File: src/rtl/cuc_pkg.sv
`timescale 1ns / 1ps
// ----------------------------------------------------------------------------
// cuc_pkg
// Shared types, widths, register codes and color helper of the cell
// uniformity classifier.
// ----------------------------------------------------------------------------
package cuc_pkg;

    localparam int COORD_W    = 12;
    localparam int CS_W       = 7;
    localparam int DIM_W      = 13;
    localparam int TOL_W      = 8;
    localparam int COLOR_W    = 24;
    localparam int OFS_W      = 6;
    localparam int CFG_IDX_W  = 3;
    localparam int CFG_DATA_W = 24;
    localparam int DIM_CAP    = 4096;
    localparam int CS_MAX     = 64;

    localparam int QUEUE_DEPTH = 4;
    localparam int QUEUE_PTR_W = $clog2(QUEUE_DEPTH);
    localparam int QUEUE_CNT_W = QUEUE_PTR_W + 1;

    localparam logic [CFG_IDX_W-1:0] REG_CELL_SIZE   = 3'd0;
    localparam logic [CFG_IDX_W-1:0] REG_IMAGE_WIDTH = 3'd1;
    localparam logic [CFG_IDX_W-1:0] REG_IMAGE_HEIGHT = 3'd2;
    localparam logic [CFG_IDX_W-1:0] REG_TOLERANCE   = 3'd3;
    localparam logic [CFG_IDX_W-1:0] REG_BACKGROUND  = 3'd4;

    typedef struct packed {
        logic [CS_W-1:0]  cell_size;
        logic [DIM_W-1:0] image_width;
        logic [DIM_W-1:0] image_height;
    } geom_cfg_t;

    typedef struct packed {
        logic [TOL_W-1:0]   tolerance;
        logic [COLOR_W-1:0] background;
    } color_cfg_t;

    // one classified pixel travelling from front to back
    typedef struct packed {
        logic [COLOR_W-1:0] pix;
        logic               frame_start;
        logic               first;
        logic               emit;
        logic               row_last;
        logic [COORD_W-1:0] col;
        logic [COORD_W-1:0] row;
    } work_t;

    typedef struct packed {
        logic               mixed;
        logic [COLOR_W-1:0] color;
    } entry_t;

    function automatic logic color_differs(input logic [COLOR_W-1:0] a,
                                           input logic [COLOR_W-1:0] b,
                                           input logic [TOL_W-1:0] tol);
        logic [7:0] ca;
        logic [7:0] cb;
        logic [7:0] d;
        logic       hit;
        hit = 1'b0;
        for (int ch = 0; ch < 3; ch++)
        begin
            ca = a[ch*8 +: 8];
            cb = b[ch*8 +: 8];
            d  = (ca > cb) ? (ca - cb) : (cb - ca);
            if (d > tol)
            begin
                hit = 1'b1;
            end
        end
        return hit;
    endfunction

endpackage

File: src/rtl/cuc_if.sv
`timescale 1ns / 1ps
// ----------------------------------------------------------------------------
// cuc_pixel_if / cuc_result_if
// Valid/ready channels for incoming pixels and outgoing cell results.
// ----------------------------------------------------------------------------
interface cuc_pixel_if;
    logic       valid;
    logic       ready;
    logic [7:0] red;
    logic [7:0] green;
    logic [7:0] blue;
    logic       frame_start;

    modport source (output valid, output red, output green, output blue,
                    output frame_start, input ready);
    modport sink (input valid, input red, input green, input blue,
                  input frame_start, output ready);
endinterface


File: src/rtl/cuc_front.sv
`timescale 1ns / 1ps
// ----------------------------------------------------------------------------
// cuc_front
// Raster position tracking: accepts pixels, locates them within their cell
// and marks first pixel, last pixel of cell and end of row.
// ----------------------------------------------------------------------------
module cuc_front #(
    parameter int W_LIMIT = 4096,
    parameter int H_LIMIT = 4096
) (
    input  logic                clk,
    input  logic                rst_n,
    cuc_pixel_if.sink           pixel,
    input  cuc_pkg::geom_cfg_t  geom,
    output logic                push_valid,
    input  logic                push_ready,
    output cuc_pkg::work_t      push_item
);

    logic [cuc_pkg::COORD_W-1:0] pixel_x_reg, pixel_x_next;
    logic [cuc_pkg::COORD_W-1:0] pixel_y_reg, pixel_y_next;
    logic [cuc_pkg::OFS_W-1:0]   ofs_x_reg, ofs_x_next;
    logic [cuc_pkg::OFS_W-1:0]   ofs_y_reg, ofs_y_next;
    logic [cuc_pkg::COORD_W-1:0] col_reg, col_next;
    logic [cuc_pkg::COORD_W-1:0] row_reg, row_next;

    logic [cuc_pkg::COORD_W-1:0] px, py, col, row;
    logic [cuc_pkg::OFS_W-1:0]   ox, oy;
    logic [cuc_pkg::CS_W-1:0]    cs_eff;
    logic [cuc_pkg::DIM_W-1:0]   w_eff, h_eff;
    logic                        row_last, col_last, ox_wrap, oy_wrap;
    logic                        last_x, last_y, accept;

    assign accept      = pixel.valid && push_ready;
    assign pixel.ready = push_ready;
    assign push_valid  = pixel.valid;

    // out of range settings act as the nearest legal value
    always_comb
    begin
        if (geom.cell_size == '0)
            cs_eff = cuc_pkg::CS_W'(1);
        else if (geom.cell_size > cuc_pkg::CS_W'(cuc_pkg::CS_MAX))
            cs_eff = cuc_pkg::CS_W'(cuc_pkg::CS_MAX);
        else
            cs_eff = geom.cell_size;

        if (geom.image_width == '0)
            w_eff = cuc_pkg::DIM_W'(1);
        else if (geom.image_width > cuc_pkg::DIM_W'(W_LIMIT))
            w_eff = cuc_pkg::DIM_W'(W_LIMIT);
        else
            w_eff = geom.image_width;

        if (geom.image_height == '0)
            h_eff = cuc_pkg::DIM_W'(1);
        else if (geom.image_height > cuc_pkg::DIM_W'(H_LIMIT))
            h_eff = cuc_pkg::DIM_W'(H_LIMIT);
        else
            h_eff = geom.image_height;
    end

    // frame start restarts every counter before this pixel
    always_comb
    begin
        px  = pixel.frame_start ? '0 : pixel_x_reg;
        py  = pixel.frame_start ? '0 : pixel_y_reg;
        ox  = pixel.frame_start ? '0 : ofs_x_reg;
        oy  = pixel.frame_start ? '0 : ofs_y_reg;
        col = pixel.frame_start ? '0 : col_reg;
        row = pixel.frame_start ? '0 : row_reg;

        row_last = ({1'b0, px} + cuc_pkg::DIM_W'(1)) >= w_eff;
        col_last = ({1'b0, py} + cuc_pkg::DIM_W'(1)) >= h_eff;
        ox_wrap  = ({1'b0, ox} + cuc_pkg::CS_W'(1)) >= cs_eff;
        oy_wrap  = ({1'b0, oy} + cuc_pkg::CS_W'(1)) >= cs_eff;
        last_x   = row_last || ox_wrap;
        last_y   = col_last || oy_wrap;

        push_item.pix         = {pixel.red, pixel.green, pixel.blue};
        push_item.frame_start = pixel.frame_start;
        push_item.first       = (ox == '0) && (oy == '0);
        push_item.emit        = last_x && last_y;
        push_item.row_last    = row_last;
        push_item.col         = col;
        push_item.row         = row;

        pixel_x_next = px;
        pixel_y_next = py;
        ofs_x_next   = ox;
        ofs_y_next   = oy;
        col_next     = col;
        row_next     = row;
        if (row_last)
        begin
            pixel_x_next = '0;
            ofs_x_next   = '0;
            col_next     = '0;
            if (col_last)
            begin
                pixel_y_next = '0;
                ofs_y_next   = '0;
                row_next     = '0;
            end
            else
            begin
                pixel_y_next = py + cuc_pkg::COORD_W'(1);
                if (oy_wrap)
                begin
                    ofs_y_next = '0;
                    row_next   = row + cuc_pkg::COORD_W'(1);
                end
                else
                begin
                    ofs_y_next = oy + cuc_pkg::OFS_W'(1);
                end
            end
        end
        else
        begin
            pixel_x_next = px + cuc_pkg::COORD_W'(1);
            if (ox_wrap)
            begin
                ofs_x_next = '0;
                col_next   = col + cuc_pkg::COORD_W'(1);
            end
            else
            begin
                ofs_x_next = ox + cuc_pkg::OFS_W'(1);
            end
        end
    end

    always_ff @(posedge clk or negedge rst_n)
    begin
        if (!rst_n)
        begin
            pixel_x_reg <= '0;
            pixel_y_reg <= '0;
            ofs_x_reg   <= '0;
            ofs_y_reg   <= '0;
            col_reg     <= '0;
            row_reg     <= '0;
        end
        else if (accept)
        begin
            pixel_x_reg <= pixel_x_next;
            pixel_y_reg <= pixel_y_next;
            ofs_x_reg   <= ofs_x_next;
            ofs_y_reg   <= ofs_y_next;
            col_reg     <= col_next;
            row_reg     <= row_next;
        end
    end

endmodule

File: src/flat_wrapper.sv
// flat-port wrapper written by rule: the top's interface ports become plain ports
module cuc_front_flat 
#(
    parameter int W_LIMIT = 4096,
    parameter int H_LIMIT = 4096
)
  (clk, rst_n, geom, push_valid, push_ready, push_item, pixel_valid, pixel_red, pixel_green, pixel_blue, pixel_frame_start, pixel_ready);
  cuc_pixel_if pixel_i ();
  input  logic clk;
  input  logic rst_n;
  input  cuc_pkg::geom_cfg_t geom;
  output logic push_valid;
  input  logic push_ready;
  output cuc_pkg::work_t push_item;
  input wire logic [$bits(pixel_i.valid)-1:0] pixel_valid;
  input wire logic [$bits(pixel_i.red)-1:0] pixel_red;
  input wire logic [$bits(pixel_i.green)-1:0] pixel_green;
  input wire logic [$bits(pixel_i.blue)-1:0] pixel_blue;
  input wire logic [$bits(pixel_i.frame_start)-1:0] pixel_frame_start;
  output wire logic [$bits(pixel_i.ready)-1:0] pixel_ready;
  assign pixel_i.valid = pixel_valid;
  assign pixel_i.red = pixel_red;
  assign pixel_i.green = pixel_green;
  assign pixel_i.blue = pixel_blue;
  assign pixel_i.frame_start = pixel_frame_start;
  assign pixel_ready = pixel_i.ready;
  cuc_front #(.W_LIMIT(W_LIMIT), .H_LIMIT(H_LIMIT)) u_core (.clk(clk), .rst_n(rst_n), .pixel(pixel_i), .geom(geom), .push_valid(push_valid), .push_ready(push_ready), .push_item(push_item));
endmodule
File: config.mk
export PLATFORM = sky130hd
export DESIGN_NAME = cuc_front_flat
export DESIGN_NICKNAME = d
export VERILOG_FILES = /design/src/rtl/cuc_pkg.sv /design/src/rtl/cuc_if.sv /design/src/rtl/cuc_front.sv /design/src/flat_wrapper.sv
export SDC_FILE = /design/constraint.sdc
export NUM_CORES = 1
export LEC_CHECK = 0
export BUFFER_PORTS_ARGS = -buffer_cell sky130_fd_sc_hd__buf_4
export CAP_MARGIN = 20
export CORE_UTILIZATION = 35
export CTS_CLUSTER_SIZE = 24
export DETAILED_ROUTE_END_ITERATION = 10
export GPL_ROUTABILITY_DRIVEN = 0
export PLACE_DENSITY = 0.67
export SYNTH_ARGS = -nofsm -noshare
export SYNTH_HDL_FRONTEND = slang
export SYNTH_SLANG_ARGS = --single-unit
File: constraint.sdc
create_clock -name clk -period 10 [get_ports clk]
set_input_delay 2 -clock clk [delete_from_list [all_inputs] [get_ports clk]]
set_output_delay 2 -clock clk [all_outputs]
set_load 0.05 [all_outputs]
== Word level (Yosys, flattened, before mapping) ==
Index checks and enable logic that the tools add are counted.
Widths: inputs -> output; s select.

* Word-level logic and storage cells: 58
* Register bits after elaboration: 60
* Output and inout port bits: 54

* Add/subtract/negate cells: 10
* Multiplexer cells: 25
* Reductions and logical operators: 10
* Order comparisons: 7

{| class="wikitable"
|+ Operator list
! operator !! number
|-
| $mux 12 || 12
|-
| $mux 13 || 4
|-
| $add 12x1->12 const B || 4
|-
| $mux 6 || 7
|-
| $add 12x1->13 const B || 2
|-
| $ge 13x13->1 || 2
|-
| $gt 13x13->1 const B || 2
|-
| $logic_not 13->1 || 2
|-
| $add 6x1->7 const B || 2
|-
| $ge 7x7->1 || 2
|-
| $mux 7 || 2
|-
| $add 6x1->6 const B || 2
|-
| $logic_not 6->1 || 2
|-
| $gt 7x7->1 const B || 1
|-
| $logic_not 7->1 || 1
|-
| $logic_and 1x1->1 || 3
|-
| $logic_or 1x1->1 || 2
|}

== Longest topological paths before layout ==
* Word-level depth: 7
* Gate-level depth with buffers: 21

== Worst setup path after synthesis ==
OpenSTA, ideal clock, no wires.

* Kind: input to output
* From: input port pixel_frame_start
* To: output port push_item[24] (netlist bit)
* Arrival time: 5106 ps
* Buffers on the path: 7
* Data required time: 8000 ps
* Path slack: 2894 ps
* Cell stages on the path: 17
* Cells stage by stage: clkbuf_1 > clkbuf_1 > buf_1 > nor2b_1 > ha_1 > nand2_1 > nor2_1 > xnor2_1 > nor2_1 > ha_1 > nand4_1 > o31a_1 > buf_2 > inv_1 > buf_4 > clkbuf_1 > buf_4

* Longest elaborated chain between the ends: 3

{| class="wikitable"
|+ Ends and longest elaborated chain
! what !! RTL line !! source
|-
| from (decl) || flat_wrapper.sv:19 || <nowiki>input wire logic [$bits(pixel_i.frame_start)-1:0] pixel_frame_start;</nowiki>
|-
| $mux 12 || cuc_front.sv:66 || <nowiki>px = pixel.frame_start ? '0 : pixel_x_reg;</nowiki>
|-
| $add 12x1->13 || cuc_front.sv:73 || <nowiki>row_last = ({1'b0, px} + cuc_pkg::DIM_W'(1)) >= w_eff;</nowiki>
|-
| $ge 13x13->1 || cuc_front.sv:73 ||
|-
| to (decl) || flat_wrapper.sv:14 || <nowiki>output cuc_pkg::work_t push_item;</nowiki>
|}

Every way passes these cells.

==> results.cfg <==
[outcome]
status = completed

[logic_synthesis]
synth-compound-area-share_pct = 17.59
yosys.area.top_type = dfrtp_1
ys_ff_latch = 60
synthFlopType = dfrtp_1
ys_seq_area_share_pct = 29.73
ys_types = 57
synth_area_leaders = dfrtp_1 30%, ha_1 12%, nand2_1 7.4%
ys_warn_count = 0
synth_fp_nets = 733
synth_top_area_share_pct = 29.73
syn_area_um2 = 5050
async_flop_share_pct = 100.0
synth-xor-area-share_pct = 4.509
synth_mux_area_share_pct = 1.239
syn_inst = 623
yosysMostFrequentCell = nand2_1
synth_common_cells = 99 x nand2_1, 60 x dfrtp_1, 48 x ha_1
avgSynthCellArea_um2 = 8.106
synth_fa_ha_area_share_pct = 11.89
synth_edf_count = 0
synth_simple_gate_area_share_pct = 27.68
synth_top_family_by_area = simple AND/OR/NAND/NOR gates

[route]
drc = 0
vias_per_cell = 5.561
num_vias = 4632
drt_iter0_markers = 518
drt-pass1-iter-count = 5
routed_wl_um = 12590
wl_per_cell_um = 15.11
antenna_left = 0

[floorplanning]
die_y_um = 122.1
initial_core_util_pct = 36.10
core-area_um2 = 13990
dieArea_um2 = 14910
io_pins = 116
rows = 43
fp.dieW_um = 122.1

[global_routing]
grt_overflow_total = 0
grt_max_degree = 89
grt_pass1_vias = 4369
grt_use_total_pct = 17.47
grt_pass1_wl_um = 20620
antenna_found_initial = 0

[setup_path]
crit_arrival_ns = 5.62
path_cells = buf_4, nor2b_1, ha_1, nand2_1, nor2_1, xnor2_1, nor2_1, ha_1, a21oi_1, o21ai_0, a21oi_1, o31a_1, o21ai_1, and2_1, buf_4
slowest_stage = buf_4
critPathRequiredTime_ns = 8.00
worst_path_largest_cell_delay_ns = 0.66
start_kind = input pin
path_buf_inv = 2
cp-end-kind = output pin
cp_max_fo = 88
path_delay_family = compound AO/OA/AOI/OAI gates
path_class = in2out

[power]
powerDensity_nw_per_um2 = 123.9
leakage_nw = 2.692
vdd_drop_max_uv = 88.93
total_power_mw = 0.7174

[clocking]
numCtsBuffers = 9
clock_latency_ns = 0.33
cts.repair.resized = 0
path_clk_slew_ns = 0.05
clk_path_buf_depth = 2
post-cts-setup-buffers = 0
cts_htree_levels = 3
clock-sinks = 60
cts-hold-fix-buffers = 0
cts_root_buf = clkbuf_16
cts_tree = yes

[cells_and_area]
drive_above_1_share_pct = 14.40
syn_to_final_growth_pct = 14.62
num_antenna_cells = 0
fin_nets = 758
postLayoutCellArea_um2 = 5788
final_core_util_pct = 41.38

[job]
max-cap-violations = 0

[timing]
fin_worst_skew_ns = 0.007352
clock.fmax_mhz = 131.3
setup_viol_count_final = 0
post-route-period-util_pct = 76.18
hold_viol = 0
relSlewSlack_pct = 40.22
finalMaxSlewViolations = 0
timing.setup.tns_ns = 0
final.min_clock_period_ns = 7.618
max_slew.worst_pin.slew_ns = 0.8874
rsz0062_at_grt = false

[placed_design]
place_area_um2 = 5470
dp_hpwl_um = 9060
port_buffers = 67

[hold_path]
hold_class = reg2reg
-- final cells by class --
class                   instances  area [um2]
well taps                     180       225.2
multi-input cells             495        3177
inverters                      13       48.80
repair buffers                 69       518.0
fillers                      1394        8200
clock buffers                  10       229.0
clock inverters                 6       88.84
flip-flops and latches         60        1501
-- report_power, final --
group          leakage (nW)  switching, mW  internal (mW)
registers             0.822         0.0116          0.252
clock network         0.149          0.113          0.218
logic                  1.72         0.0792         0.0437
-- routing by layer --
metal  up-vias  wire length (um)  track usage (%)
met3        15               594            2.903
met5         -                 0                0
met1      2229              5809            22.81
met2       126              6004            28.60
li1       2262                 -                -
met4         0               180            7.012
-- worst paths after layout --
kind | to | start | depth (start not counted) | slack, ns
max | push_item[25] | pixel_frame_start | 15 | 2.38
min reg2reg | u_core.col_reg[4]$_DFFE_PN0P_ | u_core.col_reg[4]$_DFFE_PN0P_ | 1 | 0.50
max in group asynchronous | u_core.ofs_y_reg[3]$_DFFE_PN0P_ | rst_n | 1 | 7.74
min | u_core.col_reg[4]$_DFFE_PN0P_ | u_core.col_reg[4]$_DFFE_PN0P_ | 1 | 0.50
min in group asynchronous | u_core.pixel_x_reg[1]$_DFFE_PN0P_ | rst_n | 1 | 1.74
max reg2reg | u_core.col_reg[11]$_DFFE_PN0P_ | u_core.pixel_x_reg[0]$_DFFE_PN0P_ | 16 | 5.59
-- layout by cell type (no fill, tap or decap), types with 2 or more instances in the layout --
cell type,netlist,layout
mux2i_1,4,4
xor2_1,18,18
o311ai_0,5,5
mux2_2,2,2
nand2_1,99,99
a31oi_1,5,5
nor2_1,46,46
a21o_1,7,7
or4_1,3,3
a211oi_1,4,4
clkbuf_16,0,9
nor2b_1,33,33
nand2b_1,10,10
buf_4,29,69
nand4_1,10,10
nand3_1,32,32
a311oi_1,3,3
dfrtp_1,60,60
inv_1,13,13
nor3_1,12,12
ha_1,48,48
a31o_2,2,2
o211ai_1,4,4
clkinvlp_4,0,2
a32o_1,4,4
o31ai_1,2,2
a21oi_1,23,23
and4_1,5,5
a22o_1,20,20
bufinv_16,0,2
o21ai_0,39,39
a41oi_1,2,2
and3_1,8,8
nor4_1,9,9
or3_1,4,4
o21ai_1,2,2
and2_1,3,3
xnor2_1,8,8
-- through the flow --
stage	hold WS, ns	setup WS (ns)	cells
final	0.5037	2.382	833
after global routing	0.5170	2.074	833
after CTS	0.4982	2.375	833
after detailed placement	0.4915	2.385	817
after global placement	0.4701	2.596	817
after floorplan	0.4446	2.894	623
-- kinds of logic after synthesis --
group	Yosys count
fa+ha+maj	48
compound gates	132
mux	6
flops	60
buf+inv	68
xor+xnor	26
simple gates	283
No activity file was read; power rests on OpenSTA's default activity.
