### src/rtl/cuc_pkg.sv
`timescale 1ns / 1ps
// ----------------------------------------------------------------------------
// cuc_pkg
// Shared types, widths, register codes and color helper of the cell
// uniformity classifier.
// ----------------------------------------------------------------------------
package cuc_pkg;

    localparam int COORD_W    = 12;
    localparam int CS_W       = 7;
    localparam int DIM_W      = 13;
    localparam int TOL_W      = 8;
    localparam int COLOR_W    = 24;
    localparam int OFS_W      = 6;
    localparam int CFG_IDX_W  = 3;
    localparam int CFG_DATA_W = 24;
    localparam int DIM_CAP    = 4096;
    localparam int CS_MAX     = 64;

    localparam int QUEUE_DEPTH = 4;
    localparam int QUEUE_PTR_W = $clog2(QUEUE_DEPTH);
    localparam int QUEUE_CNT_W = QUEUE_PTR_W + 1;

    localparam logic [CFG_IDX_W-1:0] REG_CELL_SIZE   = 3'd0;
    localparam logic [CFG_IDX_W-1:0] REG_IMAGE_WIDTH = 3'd1;
    localparam logic [CFG_IDX_W-1:0] REG_IMAGE_HEIGHT = 3'd2;
    localparam logic [CFG_IDX_W-1:0] REG_TOLERANCE   = 3'd3;
    localparam logic [CFG_IDX_W-1:0] REG_BACKGROUND  = 3'd4;

    typedef struct packed {
        logic [CS_W-1:0]  cell_size;
        logic [DIM_W-1:0] image_width;
        logic [DIM_W-1:0] image_height;
    } geom_cfg_t;

    typedef struct packed {
        logic [TOL_W-1:0]   tolerance;
        logic [COLOR_W-1:0] background;
    } color_cfg_t;

    // one classified pixel travelling from front to back
    typedef struct packed {
        logic [COLOR_W-1:0] pix;
        logic               frame_start;
        logic               first;
        logic               emit;
        logic               row_last;
        logic [COORD_W-1:0] col;
        logic [COORD_W-1:0] row;
    } work_t;

    typedef struct packed {
        logic               mixed;
        logic [COLOR_W-1:0] color;
    } entry_t;

    function automatic logic color_differs(input logic [COLOR_W-1:0] a,
                                           input logic [COLOR_W-1:0] b,
                                           input logic [TOL_W-1:0] tol);
        logic [7:0] ca;
        logic [7:0] cb;
        logic [7:0] d;
        logic       hit;
        hit = 1'b0;
        for (int ch = 0; ch < 3; ch++)
        begin
            ca = a[ch*8 +: 8];
            cb = b[ch*8 +: 8];
            d  = (ca > cb) ? (ca - cb) : (cb - ca);
            if (d > tol)
            begin
                hit = 1'b1;
            end
        end
        return hit;
    endfunction

endpackage

### src/rtl/cuc_queue.sv
`timescale 1ns / 1ps
// ----------------------------------------------------------------------------
// cuc_queue
// Small first-in first-out buffer of classified pixels between front and
// back.
// ----------------------------------------------------------------------------
module cuc_queue (
    input  logic           clk,
    input  logic           rst_n,
    input  logic           push_valid,
    output logic           push_ready,
    input  cuc_pkg::work_t push_item,
    output logic           pop_valid,
    input  logic           pop_ready,
    output cuc_pkg::work_t pop_item
);

    cuc_pkg::work_t                   slot_reg [0:cuc_pkg::QUEUE_DEPTH-1];
    logic [cuc_pkg::QUEUE_PTR_W-1:0]  wr_ptr_reg, rd_ptr_reg;
    logic [cuc_pkg::QUEUE_CNT_W-1:0]  count_reg, count_next;
    logic                             push, pop;

    assign push_ready = count_reg != cuc_pkg::QUEUE_CNT_W'(cuc_pkg::QUEUE_DEPTH);
    assign pop_valid  = count_reg != '0;
    assign pop_item   = slot_reg[rd_ptr_reg];
    assign push       = push_valid && push_ready;
    assign pop        = pop_valid && pop_ready;

    always_comb
    begin
        count_next = count_reg;
        if (push && !pop)
            count_next = count_reg + cuc_pkg::QUEUE_CNT_W'(1);
        else if (pop && !push)
            count_next = count_reg - cuc_pkg::QUEUE_CNT_W'(1);
    end

    always_ff @(posedge clk or negedge rst_n)
    begin
        if (!rst_n)
        begin
            wr_ptr_reg <= '0;
            rd_ptr_reg <= '0;
            count_reg  <= '0;
        end
        else
        begin
            if (push)
                wr_ptr_reg <= wr_ptr_reg + cuc_pkg::QUEUE_PTR_W'(1);
            if (pop)
                rd_ptr_reg <= rd_ptr_reg + cuc_pkg::QUEUE_PTR_W'(1);
            count_reg <= count_next;
        end
    end

    always_ff @(posedge clk)
    begin
        if (push)
            slot_reg[wr_ptr_reg] <= push_item;
    end

endmodule

### config.mk
export PLATFORM = sky130hd
export DESIGN_NAME = cuc_queue
export DESIGN_NICKNAME = d
export VERILOG_FILES = /design/src/rtl/cuc_pkg.sv /design/src/rtl/cuc_queue.sv
export SDC_FILE = /design/constraint.sdc
export NUM_CORES = 1
export LEC_CHECK = 0
export BUFFER_PORTS_ARGS = -buffer_cell sky130_fd_sc_hd__buf_2
export CAP_MARGIN = 40
export CORE_MARGIN = 3
export CORE_UTILIZATION = 35
export CTS_CLUSTER_DIAMETER = 120
export CTS_CLUSTER_SIZE = 25
export DETAILED_ROUTE_END_ITERATION = 8
export PLACE_DENSITY = 0.6
export SYNTH_ARGS = -nofsm -noshare
export SYNTH_HDL_FRONTEND = slang
export SYNTH_SLANG_ARGS = --single-unit
### constraint.sdc
create_clock -name clk -period 2.4 [get_ports clk]
set_input_delay 0.12 -clock clk [delete_from_list [all_inputs] [get_ports clk]]
set_output_delay 0.12 -clock clk [all_outputs]
set_load 0.1 [all_outputs]
Word-level counts from Yosys, hierarchy flattened
Memory sizes are Yosys's and may differ from the RTL's.
Cells that the tools add are included.
{"block": "word_totals", "reg_bits": 7, "ramBits": 208, "input_bits": 56, "output_inout_bits": 54, "word_cells": 21, "memories": 1}
{"block": "classes", "n_addsub": 4, "n_eq_ne": 1, "n_mux": 4, "reduce_logical": 8}
{"name": "slot_reg", "words": 4, "word_bits": 52, "rd": 1, "rd_ports_with_merged_regs": 0, "write_ports": 1, "line": "cuc_queue.sv:18", "source": "cuc_pkg::work_t slot_reg [0:cuc_pkg::QUEUE_DEPTH-1];"}
{"operator": "3-bit two-way mux", "count": 2}
{"operator": "2-bit by 1-bit adder with 2-bit output (second input constant)", "count": 2}
{"operator": "1-bit logical AND", "count": 4}
{"operator": "3-bit by 1-bit adder with 3-bit output (second input constant)", "count": 1}
{"operator": "3-bit != test (second input constant)", "count": 1}
{"operator": "3-bit nonzero test", "count": 1}
{"operator": "3-bit by 1-bit subtractor with 3-bit output (second input constant)", "count": 1}
{"operator": "1-bit zero test", "count": 2}
{"operator": "1-bit two-way mux", "count": 2}
{"operator": "2-bit nonzero test", "count": 1}

Depth between registers and ports, before layout
Gate-level depths: netlist of run 1.
{"block": "depth", "depth_word": 6, "ltp_mapped": 8, "mapped_depth_nobuf": 8}

Worst setup path before layout of run 1
No wires, ideal clock.
{"block": "synth_path", "kind": "flip-flop to flip-flop", "startpoint": "reg count_reg[1] (netlist bit)", "endpoint": "reg count_reg[2] (netlist bit)", "setup_ns": 0.079, "arrival_ns": 2.432, "t_required_ns": 2.321, "path_slack_ns": -0.111, "path_stages_with_launch": 9, "path_buffers": 0, "synth_period_minus_slack_ns": 2.511, "cell_sequence": "dfrtp_1 or3_1 nand2_1 ha_1 inv_1 fa_1 xor2_1 nor2_1 xor2_1"}
{"block": "synth_via", "elab_chain_cells": 5, "word_cells_on_any_way": 13, "classes_between": "2 x add/sub; 1 x eq/ne; 2 x mux; 8 x reduce/logical"}
{"element": "start: declaration", "line": "cuc_queue.sv:20", "source": "logic [cuc_pkg::QUEUE_CNT_W-1:0] count_reg, count_next;"}
{"element": "start signal: assignment", "line": "cuc_queue.sv:52", "source": "count_reg <= count_next;"}
{"element": "3-bit nonzero test (*)", "line": "cuc_queue.sv:24", "source": "assign pop_valid = count_reg != '0;"}
{"element": "net pop_valid", "line": "cuc_queue.sv:13", "source": "output logic pop_valid,"}
{"element": "1-bit logical AND (*)", "line": "cuc_queue.sv:27", "source": "assign pop = pop_valid && pop_ready;"}
{"element": "1-bit zero test", "line": "cuc_queue.sv:32", "source": "if (push && !pop)"}
{"element": "1-bit logical AND", "line": "cuc_queue.sv:32"}
{"element": "3-bit two-way mux / 2-bit nonzero test (equally long branches)"}
Mark *: on every way through the listed nets, which the timed path passes. The rest lies on a longest branch. The select of a mux whose other input is x is not followed.
A chain may end at the register's enable or synchronous reset.

==> metrics, run 1 <==
Port Buffers=109; Synth Area in Simple Gates=0.00643; overall global routing resource usage=0.121; CP max FO=21; Vias=3718; synthesized area per cell=26.0 um^2; worst slew pin tran=0.511 ns; Synth area leader=edfxtp_1; top_reg_cell synth=edfxtp_1; leading post-synthesis cells by cell area=edfxtp_1 (78%), mux4_2 (14%), dfrtp_1 (2.2%); Synth Instances=307; initial core utilization=0.361; final setup fails=0; fillers=1900; Synth warnings=0; Area Overhead vs Synth=23.7%; Die H=157 um; CTS HTree Levels=1; crit path DAT=2.09 ns; placed instance count=700; first-pass GRT wire length=22.9 mm; main combinational cell family by area after synthesis=multiplexers; syn nets=369; worst hold path type=primary input to flop; total grt overflow=0; Core Util, Final=0.447; DP HPWL=9.16 mm; asr flop ratio synth=0.0326; Initial DRT Pass Iterations=4; setup TNS=0 ns; fin crit period=2.21 ns; worst skew pair latency=0.46 ns; starting DRC count in detailed routing=193; # DRC=0; NumNets Final=554; fin cells=774; Row Count=54; ANT nets after route=0; Max Used Layer=met4; largest net degree at the start of global routing=33; EDFF count, synth=208; Worst Setup Start Kind=flop; clock tree buffer depth=3; Post-Synth XOR/XNOR Area=0.00659; status=finished clean; unrepaired setup endpoints after global routing=false; CTS tree=yes; Final Hold Viols=0; Seq cells post-synth=215; Synth Area in Compound Gates=0.00141; max reg flops=208; Mapped Area=0.00798 mm^2; diode count=0; post-synth top area share=0.783; layout cells sized above 1=0.405; sequential share of the synthesized area=0.805; M1 WL=6.38 mm; WL final=14.9 mm; I/O pin count=110; # Max-Cap Violations=0; CP required=2.28 ns; dpl ws=0.215 ns; GPL Wtd Cong=0.680; Die ar.=0.0246 mm^2; wire per inst=19.3 um; via/cell ratio=4.80; Synth Area in Adders=0.0103; Tcrit/Tclk final=0.922; Max Slew Vio Count=0; Worst slew margin=0.659; Setup crit end kind=output port; top cells by instance count after synthesis=edfxtp_1 (208), mux4_2 (48), dfrtp_1 (7); post-route setup slack=0.187 ns; initial antenna violation count=0; Netlist cell types=19; CTS sink cnt=215; vias in the first global route=4094; met2 routed WL=7.74 mm; Worst Clk Skew=0.0125 ns; Worst Path Class, Setup=flop to output port; WL met3=527 um; most common cell in the synthesized netlist=edfxtp_1; CTS Buf Count=12; post-synthesis mux area share=0.151; DIE WIDTH=157 um; clk slew on worst S/H paths=0.09 ns; CTS root buffer=clkbuf_16; Core ar.=0.0221 mm^2; Fmax=452 MHz
layer usage:
metal	vias up	GRT usage
met5	-	0
met4	0	0.0263
met3	15	0.0214
met2	77	0.214
met1	1963	0.158
li1	1663	-
cell usage in the layout, fill, tap and decap left out:
cell type and n:
and2_4 4, dlygate4sd3_1 55, nand2_1 2, mux4_2 48
nor2_1 2, edfxtp_1 208, clkbuf_16 13, xnor2_1 4
clkbuf_1 2, a21boi_2 1, nand3_1 1, ha_1 5
dfrtp_4 1, fa_1 1, buf_12 5, or3_2 1
buf_2 109, buf_16 1, mux2_2 2, inv_8 1
dfrtp_1 5, dfrtp_2 1, buf_4 13, xor2_1 2
inv_1 3, mux4_1 4
per-stage QoR:
step           cell area [um^2]  hold WS (ns)
2_1_floorplan              7990        -0.176
3_3_place_gp               8950       -0.0366
3_5_place_dp               8950       -0.0315
4_1_cts                    9840         0.190
5_1_grt                    9870         0.249
6_report                   9870         0.236
area by class of cell:
class | count | area, um^2 | share of cell area
Timing Repair Buffer | 183 | 1320 | 0.134
Tap cell | 280 | 350 | 0.0355
Clock inverter | 1 | 11.3 | 0.00114
Clock buffer | 15 | 333 | 0.0337
Multi-Input combinational cell | 77 | 1420 | 0.144
Inverter | 3 | 11.3 | 0.00114
Sequential cell | 215 | 6430 | 0.651
logic make-up after synthesis:
logic type / count (synthesis)
AOI/OAI and AO/OA: 1
xor gates and xnor gates: 6
adders and majority gates: 6
buffers and inverters: 15
DFF: 215
muxes: 54
and+or+nand+nor: 10
final timing paths:
check | slack (ns) | start | endpoint | cells past startpoint
min in group asynchronous | 0.61 | rst_n | rd_ptr_reg[1] | 3
hold reg to reg | 0.54 | count_reg[2] | count_reg[2] | 1
setup / recovery | 0.19 | rd_ptr_reg[0] | pop_item[49] | 3
setup reg to reg | 0.19 | count_reg[0] | count_reg[2] | 8
hold / removal | 0.24 | push_valid | wr_ptr_reg[0] | 4
max in group asynchronous | 1.50 | rst_n | rd_ptr_reg[0] | 3
critical path, stage by stage (launching register included):
cell     delay [ns]
dfrtp_4        0.50
buf_12         0.23
mux4_1         0.58
buf_2          0.31
timing repair:
item                       CTS  global route
hold buffers                55             0
buffers inserted             0             3
setup endpoints to repair    0             3
hold endpoints to repair   217             0
resized for setup            0             1
Power of run 1 is not shown: default switching activity piles up to over one toggle a cycle in this logic, so the estimate is an artifact.
==> run 2: changes to the inputs <==
--- a/config.mk
+++ b/config.mk
@@ -7,12 +7,15 @@
 export LEC_CHECK = 0
 export BUFFER_PORTS_ARGS = -buffer_cell sky130_fd_sc_hd__buf_2
 export CAP_MARGIN = 40
+export CELL_PAD_IN_SITES_DETAIL_PLACEMENT = 1
+export CELL_PAD_IN_SITES_GLOBAL_PLACEMENT = 1
 export CORE_MARGIN = 3
 export CORE_UTILIZATION = 35
 export CTS_CLUSTER_DIAMETER = 120
 export CTS_CLUSTER_SIZE = 25
 export DETAILED_ROUTE_END_ITERATION = 8
-export PLACE_DENSITY = 0.6
+export PLACE_DENSITY = 0.66
+export SLEW_MARGIN = 15
 export SYNTH_ARGS = -nofsm -noshare
 export SYNTH_HDL_FRONTEND = slang
 export SYNTH_SLANG_ARGS = --single-unit
==> run 2 against run 1 <==
Against the previous run: final cell count decreased by 0.52%; critical path depth up 5; sequential cell count unchanged; routed wire length increased by 3.2%; register-to-register slack got worse by 0.05 ns; non-clock buffer count decreased by 6; die area is the same; worst setup slack got worse by 0.051 ns; clock skew increased by 0.0071 ns; count of clock-buffer cells in the layout is 2 higher.
==> metrics, run 2 (synthesized netlist as in run 1, its figures left out) <==
status=finished clean; CP required=2.78 ns; via/cell ratio=4.78; cell area after layout=0.00983 mm^2; dpl ws=0.131 ns; commonest non-fill, non-tap cell in the layout=edfxtp_1; Initial DRT Pass Iterations=4; FF-to-FF setup slack=0.14 ns; clock tree buffer depth=3; initial core utilization=0.361; worst skew pair latency=0.47 ns; total grt overflow=0; vias in the first global route=4195; worst hold path type=primary input to flop; CTS HTree Levels=1; I/O pin count=110; Die H=157 um; post-route setup slack=0.136 ns; ANT nets after route=0; first-pass GRT wire length=23.6 mm; Worst Path Class, Setup=flop to flop; final setup fails=0; total setup buffers inserted after CTS=0; # Max-Cap Violations=0; diode count=0; Port Buffers=109; Row Count=54; CP max FO=4; crit path buf inv count=1; Setup crit end kind=flop; Worst Clk Skew=0.0195 ns; max reg flops=208; Worst slew margin=0.665; DP HPWL=9.25 mm; slowest cell on the critical path=or3_2; Final Hold Viols=0; unrepaired setup endpoints after global routing=false; # DRC=0; clk slew on worst S/H paths=0.09 ns; CP cell instances=or3_2, nand2_1, ha_2, inv_1, fa_1, xor2_1, nor2_1, xor2_1; starting DRC count in detailed routing=179; wire per inst=20.0 um; DIE WIDTH=157 um; largest net degree at the start of global routing=34; Core ar.=0.0221 mm^2; fin crit period=2.26 ns; CTS root buffer=clkbuf_16; worst slew pin tran=0.503 ns; NumNets Final=548; CTS Buf Count=12; Worst Setup Start Kind=flop; CTS sink cnt=215; GPL Wtd Cong=0.669; Max Slew Vio Count=0; Core Util, Final=0.445; CP peak stage delay=0.52 ns; commonest cells after routing, fill and taps aside=edfxtp_1 (208), buf_2 (109), dlygate4sd3_1 (56), mux4_2 (48), clkbuf_16 (13); initial antenna violation count=1; Die ar.=0.0246 mm^2; CP top delay family=simple AND/OR/NAND/NOR gates; WL final=15.4 mm; layout cells sized above 1=0.400; CTS tree=yes; Fmax=442 MHz; Vias=3684; Tcrit/Tclk final=0.944; overall global routing resource usage=0.124; Area Overhead vs Synth=23.2%; crit path DAT=2.64 ns; Post-DP Area=0.00891 mm^2; cell repeated most along the worst path=xor2_1
[run 2: cell types whose count changed in the layout (fill, tap and decap cells not counted), moves of 2 or more]
| cell | change |
|---|---|
| and2_2 | +4 |
| clkbuf_1 | +2 |
| dfrtp_1 | -2 |
| and2_4 | -4 |
| dfrtp_2 | +2 |
| buf_4 | -7 |
[run 2: metrics by stage]
step	std cells	TNS, ns	hold WS (ns)
3_5_place_dp	696	0	-0.0371
5_1_grt	770	0	0.0998
2_1_floorplan	307	-0.0206	-0.176
4_1_cts	770	0	0.0877
6_report	770	0	0.114
3_3_place_gp	696	0	-0.0407
[run 2: layer usage]
layer	global-route usage	vias up	share of wire
met3	0.0195	18	0.037
li1	-	1653	-
met1	0.166	1941	0.45
met2	0.215	70	0.50
met5	0	-	0.00045
met4	0.0300	2	0.016
[run 2: final timing paths]
check,from,to,depth (start not counted)
max,count_reg[1],count_reg[2],8
min,push_valid,wr_ptr_reg[0],3
max reg2reg,count_reg[1],count_reg[2],8
min reg2reg,count_reg[0],count_reg[0],1
max in group asynchronous,rst_n,rd_ptr_reg[0],4
min in group asynchronous,rst_n,count_reg[2],3
[run 2: worst min-delay path, delay by kind of cell]
kind            cells  cell delay (ns)
xor+xnor            1             0.13
compound gates      1             0.19
buf+inv             1             0.09
[run 2: cell type report]
class                   instances  area (um^2)
clock buffers                  17          340
clock inverters                 1         11.3
repair buffers                177         1270
multi-input cells              77         1420
well taps                     280          350
flip-flops and latches        215         6430
inverters                       3         11.3
fillers                      2054        12300
[run 2: repair_timing]
action                                  4_1_cts  5_1_grt
endpoints found under the setup margin        0        1
gates resized for setup                       0        3
endpoints found under the hold margin       217        0
hold buffers                                 56        0
Power of run 2 is left out for the same reason.
==> run 3: changes to the inputs <==
--- a/config.mk
+++ b/config.mk
@@ -14,7 +14,7 @@
 export CTS_CLUSTER_DIAMETER = 120
 export CTS_CLUSTER_SIZE = 25
 export DETAILED_ROUTE_END_ITERATION = 8
-export PLACE_DENSITY = 0.66
+export PLACE_DENSITY = 0.64
 export SLEW_MARGIN = 15
 export SYNTH_ARGS = -nofsm -noshare
 export SYNTH_HDL_FRONTEND = slang
==> constraint.sdc (replaced) <==
create_clock -name clk -period 2.48 [get_ports clk]
set_input_delay 0.124 -clock clk [delete_from_list [all_inputs] [get_ports clk]]
set_output_delay 0.124 -clock clk [all_outputs]
set_load 0.1 [all_outputs]
==> run 3 against run 2 <==
Against the previous run: critical path depth unchanged; sequential share of layout area decreased by 0.41 points; die area unchanged; first-iteration DRC count decreased by 8.4%; fmax decreased by 1.0%; clock skew decreased by 0.0048 ns; worst setup slack improved by 0.057 ns; critical endpoint unchanged; highest routed layer is now met4.
==> metrics, run 3 (synthesized netlist as in run 1, its figures left out) <==
I/O pin count=110; wire per inst=20.1 um; CTS tree=yes; Worst Clk Skew=0.0147 ns; Row Count=54; Initial DRT Pass Iterations=4; Fmax=437 MHz; clk slew on worst S/H paths=0.10 ns; final setup fails=0; NumNets Final=555; Worst slew margin=0.657; largest net degree at the start of global routing=33; CTS sink cnt=215; Port Buffers=109; Vias=3729; dpl ws=0.227 ns; unrepaired setup endpoints after global routing=false; CTS Buf Count=12; worst skew pair latency=0.46 ns; # DRC=0; clock tree buffer depth=3; Core ar.=0.0221 mm^2; CP max FO=4; Post-CTS Resized=0; Setup crit end kind=flop; Final Hold Slack=0.130 ns; first-pass GRT wire length=24.0 mm; GPL Wtd Cong=0.688; DIE WIDTH=157 um; commonest cells after routing, fill and taps aside=edfxtp_1 (208), buf_2 (109), dlygate4sd3_1 (55), mux4_2 (48), buf_4 (14); Die H=157 um; fin crit period=2.29 ns; DP HPWL=9.90 mm; ANT nets after route=0; initial core utilization=0.361; CTS root buffer=clkbuf_16; via/cell ratio=4.79; Worst Setup Start Kind=flop; WL final=15.6 mm; vias in the first global route=4195; starting DRC count in detailed routing=164; post-route setup slack=0.192 ns; initial antenna violation count=0; Die ar.=0.0246 mm^2; worst slew pin tran=0.514 ns; CP required=2.87 ns; max reg flops=208; Max Slew Vio Count=0; Final Hold Viols=0; Tcrit/Tclk final=0.922; CTS HTree Levels=1; diode count=0; Worst Path Class, Setup=flop to flop; crit path DAT=2.67 ns; setup TNS=0 ns; layout cells sized above 1=0.403; Core Util, Final=0.447; # Max-Cap Violations=0; Area Overhead vs Synth=23.9%; status=finished clean; commonest non-fill, non-tap cell in the layout=edfxtp_1; worst hold path type=primary input to flop; overall global routing resource usage=0.127; total grt overflow=0
==> run 3: area by class of cell <==
cell class / count / area [um^2]
tap: 280 / 350
sequential: 215 / 6430
inverter: 3 / 11.3
fill: 2052 / 12200
multi-input combinational: 77 / 1420
clock inverter: 1 / 11.3
clock buffer: 19 / 348
timing repair buffer: 184 / 1320
==> run 3: final timing paths <==
kind / startpoint / endpoint / slack (ns) / cells after the start
worst min-delay path: push_valid / wr_ptr_reg[0] / 0.13 / 3
min in group asynchronous: rst_n / count_reg[1] / 0.60 / 3
max in group asynchronous: rst_n / rd_ptr_reg[0] / 1.60 / 3
worst max-delay path: count_reg[1] / count_reg[2] / 0.19 / 8
worst min register to register: count_reg[2] / count_reg[2] / 0.56 / 1
worst max register to register: count_reg[1] / count_reg[2] / 0.19 / 8
==> run 3: routing by layer <==
metal	track usage	up-vias	part of all wire
met1	0.160	1946	0.42
li1	-	1667	-
met2	0.231	98	0.52
met5	0	-	0
met3	0.0214	18	0.046
met4	0.0296	0	0.017
==> run 3: worst max-delay path, stage by stage (launching register included) <==
cell     delay (ns)
dfrtp_1        0.43
or3_2          0.52
nand2_1        0.13
ha_1           0.20
inv_1          0.06
fa_1           0.38
xor2_1         0.16
nor2_1         0.14
xor2_1         0.19
==> run 3: what timing repair did <==
action                                  CTS  global route
hold buffers                             55             0
buffers inserted                          0             4
endpoints found under the setup margin    0            17
hold endpoints to repair                217             0
==> run 3: metrics by stage <==
step	cell area (um^2)	cells
3_5_place_dp	8950	700
4_1_cts	9860	775
2_1_floorplan	7980	307
3_3_place_gp	8950	700
5_1_grt	9890	779
6_report	9890	779
Power of run 3 is left out for the same reason.
